**config.mk**
```make
export PLATFORM = sky130hd
export DESIGN_NAME = acts_mul
export DESIGN_NICKNAME = d
export VERILOG_FILES = /design/src/sv/anharmonic_chain_time_step_defines.svh /design/src/sv/acts_mul.sv
export SDC_FILE = /design/constraint.sdc
export NUM_CORES = 2
export LEC_CHECK = 0
export BUFFER_PORTS_ARGS = -buffer_cell sky130_fd_sc_hd__buf_2
export CORE_UTILIZATION = 45
export DETAILED_ROUTE_END_ITERATION = 10
export PLACE_DENSITY_LB_ADDON = 0.08
export SKIP_CTS_REPAIR_TIMING = 1
export SYNTH_ARGS = -nofsm -noshare
export SYNTH_HDL_FRONTEND = slang
export SYNTH_SLANG_ARGS = --single-unit
```
**constraint.sdc**
```tcl
create_clock -name clk -period 10.75 [get_ports clk]
set_input_delay 0.5375 -clock clk [delete_from_list [all_inputs] [get_ports clk]]
set_output_delay 0.5375 -clock clk [all_outputs]
set_load 0.02 [all_outputs]
```
**src/sv/anharmonic_chain_time_step_defines.svh**
```systemverilog
// ----------------------------------------------------------------------------
// anharmonic_chain_time_step_defines.svh
// assertion macros shared by the chain time-step rtl
// ----------------------------------------------------------------------------
`ifndef ANHARMONIC_CHAIN_TIME_STEP_DEFINES_SVH
`define ANHARMONIC_CHAIN_TIME_STEP_DEFINES_SVH

`ifndef NO_ASSERTIONS
// property checked while out of reset
`define ACTS_ASSERT(lbl, prop, msg) \
  lbl: assert property (@(posedge clk) disable iff (!rst_n) prop) else $error(msg);
// property checked on every edge, reset included
`define ACTS_ASSERT_ALWAYS(lbl, prop, msg) \
  lbl: assert property (@(posedge clk) prop) else $error(msg);
`else
`define ACTS_ASSERT(lbl, prop, msg)
`define ACTS_ASSERT_ALWAYS(lbl, prop, msg)
`endif

`endif

```
**src/sv/acts_mul.sv**
```systemverilog
// ----------------------------------------------------------------------------
// acts_mul
// shared signed 32x32 multiplier with registered full-width product
// ----------------------------------------------------------------------------
`default_nettype none

module acts_mul (
  input  wire logic               clk,
  input  wire logic signed [31:0] op_a,
  input  wire logic signed [31:0] op_b,
  output logic signed [63:0]      prod_r
);

  // the product is registered and lands in the cycle after the operands
  always_ff @(posedge clk) begin
    prod_r <= op_a * op_b;
  end

endmodule

`default_nettype wire

```
# --- After elaboration in Yosys (flattened, before gate mapping) ---
# Index checks and enable logic that the tools add are counted.
totals:
  register_bits: 64
  inputBits: 65
classes:
  n_mul: 1
ops:
  columns: ["op", "n"]
  rows:
  - ["$mul A32 B32 Y64", 1]

# --- Depth between registers and ports, before layout ---
depth:
  word_depth: 1
  depth_mapped: 28
  mapped_depth_nobuf: 27

# --- Worst setup path before layout ---
# No wires, ideal clock.
synth_timing:
  path_type: "input port to flip-flop"
  startpoint: "input port op_b[2]"
  endpoint: "register prod_r[62]"
  stages: 24
  setup_ns: 0.072
  t_arrival_ns: 7.727
  required_ns: 10.678
  slack_ns: 2.952
  path_cell_list: "clkbuf_1 -> nand2_1 -> inv_1 -> fa_1 -> fa_1 -> fa_1 -> fa_1 -> inv_1 -> fa_1 -> inv_1 -> fa_1 -> inv_1 -> fa_1 -> inv_1 -> fa_1 -> ha_1 -> and3_1 -> nand2_1 -> or3_1 -> o22a_1 -> o211ai_1 -> a31oi_1 -> o31ai_1 -> xor2_1"
synth_via:
  elab_chain_len: 1
synth_lines:
  columns: ["element", "line", "rtl"]
  rows:
  - ["start, declared", "acts_mul.sv:10", "input wire logic signed [31:0] op_b,"]
  - ["$mul A32 B32 Y64", "acts_mul.sv:16", "prod_r <= op_a * op_b;"]
  - ["end signal, assigned", "acts_mul.sv:16", null]
  - ["end, declared", "acts_mul.sv:11", "output logic signed [63:0] prod_r"]
# No other way between the ends.

# --- Final worst setup path ---
layout_timing:
  startpoint: "input port op_b[6]"
  endpoint: "register prod_r[62]"
# The elaborated chain is that of the path after synthesis.

==> results.py <==
metrics = {
    "global_route": {
        "top_usage_layer": "met2",
        "grt_first_pass_wirelength_mm": 171,
        "track_usage_pct": 27.8,
        "grt_util_met3_pct": 3.27,
        "grt_max_degree": 33,
        "antenna_found_initial": 8,
        "grt_pass1_vias": 28500,
        "use_met1_pct": 36.0,
        "grt.met2_usage_pct": 48.2,
        "grt_overflow": 0,
    },
    "detailed_routing": {
        "drc": 0,
        "num_vias": 25200,
        "wire_per_inst_um": 22.0,
        "drt_wl_total_mm": 108,
        "firstDrtPassIters": 5,
        "dr.first_iter.drc_count": 1178,
        "final_antenna_net_count": 0,
        "viasPerCell": 5.10,
    },
    "finish": {
        "area_growth_pct": 4.97,
        "fill_cells": 7929,
        "regMostFlops": "prod_r",
        "regArea_um2": 1280,
        "design_area_um2": 39100,
        "finish.net_count": 5193,
        "reg.largest.list": "prod_r (64)",
        "largest_register_ff_count": 64,
        "drive_gt1_share_pct": 5.28,
        "multi_input_comb_area_um2": 31600,
    },
    "logic_synthesis": {
        "syn-num-nets": 5215,
        "yosysMostFrequentCell": "fa_1",
        "ys_warn_count": 0,
        "yosysSeqAreaShare_pct": 3.44,
        "synth_area_leaders": "fa_1 (58%), inv_1 (9.6%), and2_1 (8.7%)",
        "ys_types": 63,
        "synth_common_cells": "fa_1 (1082), inv_1 (952), and2_1 (516)",
        "yosys.area.top_type": "fa_1",
        "synth-seq-cells": 64,
        "synth_edf_count": 0,
        "synthArstFlopShare_pct": 0,
        "netlist_area_um2": 37200,
        "synth_top_cell_area_share_pct": 58.2,
        "synth_top_flop_cell": "dfxtp_1",
        "synth_area_per_cell_um2": 9.59,
        "syn_inst": 3884,
    },
    "placed_design": {
        "place_congestion": 0.862,
        "pre_cts_ws_ns": 1.42,
        "hpwl_mm": 88.7,
        "placed_cell_area_um2": 38800,
        "io_buffers": 128,
    },
    "critical_path": {
        "endpoint_kind": "flop",
        "path_max_fanout": 32,
        "cp_data_arrival_time_ns": 9.16,
        "critical_path_class": "primary input to flop",
        "required_ns": 11.11,
        "start_kind": "primary input",
    },
    "timing": {
        "drv_slew": 0,
        "rsz0062_at_grt": "no",
        "worst_pin_slew_ns": 1.07,
        "finalSetupViolCount": 0,
        "fmax_mhz": 114,
        "tns_ns": 0,
        "fin_ws_ns": 1.95,
        "post-route-period-util_pct": 81.9,
        "hold_viol_final": 0,
        "period_minus_slack_ns": 8.80,
        "maxSlewHeadroom_pct": 28.9,
    },
    "floorplanning": {
        "die_x_um": 290,
        "die-area_um2": 83900,
        "core_area_um2": 82000,
        "die_y_um": 290,
        "ios": 129,
        "start_util_pct": 45.4,
        "row_count": 105,
    },
    "clock_network": {
        "cts_buffers": 9,
        "root_buffer": "clkbuf_16",
        "cts_tree": "done",
        "cts_sinks": 64,
        "cts_max_level": 3,
        "clockBufferDepth": 2,
        "cts.reportedPaths.clkPinSlew_ns": 0.08,
    },
    "status": {
        "status": "finished clean",
    },
    "hold_path": {
        "hold_path.class": "primary input to flop",
        "hold_depth": 2,
    },
    "flow_run": {
        "max_cap_violations": 0,
    },
}
-- metal layers --
layer / up-vias / wire length (um)
met3: 138 / 4170
met2: 531 / 55500
met5: - / 26
met1: 13500 / 44800
li1: 11000 / -
met4: 4 / 4040
-- stage by stage --
step           utilization (%)  cells  hold WS (ns)
3_3_place_gp              47.3   4921         0.954
3_5_place_dp              47.3   4921         0.953
5_1_grt                   47.7   4936         0.691
6_report                  47.7   4941         0.669
4_1_cts                   47.7   4936         0.663
2_1_floorplan                -   3884         0.665
-- cell families after synthesis --
family                   after synthesis  share of synthesized area [%]
adder cells (fa/ha/maj)             1266                           64.3
AND/OR/NAND/NOR                     1134                           15.4
buffers and inverters               1152                           11.6
flip-flops                            64                           3.44
XOR/XNOR                              75                           1.76
AO/OA/AOI/OAI                        193                           3.46
-- worst paths after layout --
kind	startpoint	to	slack (ns)
setup / recovery	op_b[6]	prod_r[62]$_DFF_P_	1.95
hold / removal	op_b[0]	prod_r[0]$_DFF_P_	0.67
-- layout make-up --
| class | count | area share (%) |
|---|---|---|
| timing repair buffer | 167 | 2.39 |
| multi-input combinational | 2668 | 80.9 |
| clock buffer | 12 | 0.656 |
| tap | 1070 | 3.42 |
| clock inverter | 3 | 0.166 |
| inverter | 952 | 9.14 |
| sequential | 64 | 3.28 |
| antenna | 5 | 0.0320 |
-- layout by cell type, fill, tap and decap left out, drive strengths merged, types with 4 or more instances in the layout --
| cell | netlist | routed |
|---|---|---|
| ha | 184 | 184 |
| o21bai | 15 | 15 |
| and4 | 4 | 4 |
| a31oi | 13 | 13 |
| dfxtp | 64 | 64 |
| nor3 | 7 | 7 |
| o31ai | 7 | 7 |
| nand2b | 9 | 9 |
| xor2 | 22 | 22 |
| clkbuf | 195 | 12 |
| or3 | 5 | 5 |
| nor2 | 42 | 42 |
| nand2 | 511 | 511 |
| fa | 1082 | 1082 |
| o21ai | 31 | 31 |
| diode | 0 | 5 |
| nand4 | 7 | 7 |
| o21a | 4 | 4 |
| nand3 | 15 | 15 |
| a211oi | 8 | 8 |
| and3 | 9 | 9 |
| xnor2 | 53 | 53 |
| a21oi | 68 | 68 |
| a21o | 25 | 25 |
| buf | 5 | 167 |
| inv | 952 | 952 |
| and2 | 516 | 516 |
-- critical path: stages --
cell and delay (ns):
buf_2 0.54, nand2_1 0.19, inv_1 0.11, fa_1 0.44, inv_1 0.29, fa_1 0.47, inv_1 0.22, fa_1 0.50
fa_1 0.89, inv_1 0.43, fa_1 0.59, inv_1 0.05, fa_1 0.55, inv_1 0.05, fa_1 0.48, inv_1 0.06
fa_1 0.48, ha_1 0.40, and3_1 0.23, nand2_1 0.08, or3_1 0.38, o22a_1 0.19, o211ai_1 0.13, buf_4 0.20
a31oi_1 0.15, o31ai_1 0.27, xor2_1 0.17
Power is not shown: default switching activity piles up to over one toggle a cycle in this logic, so the estimate is an artifact.
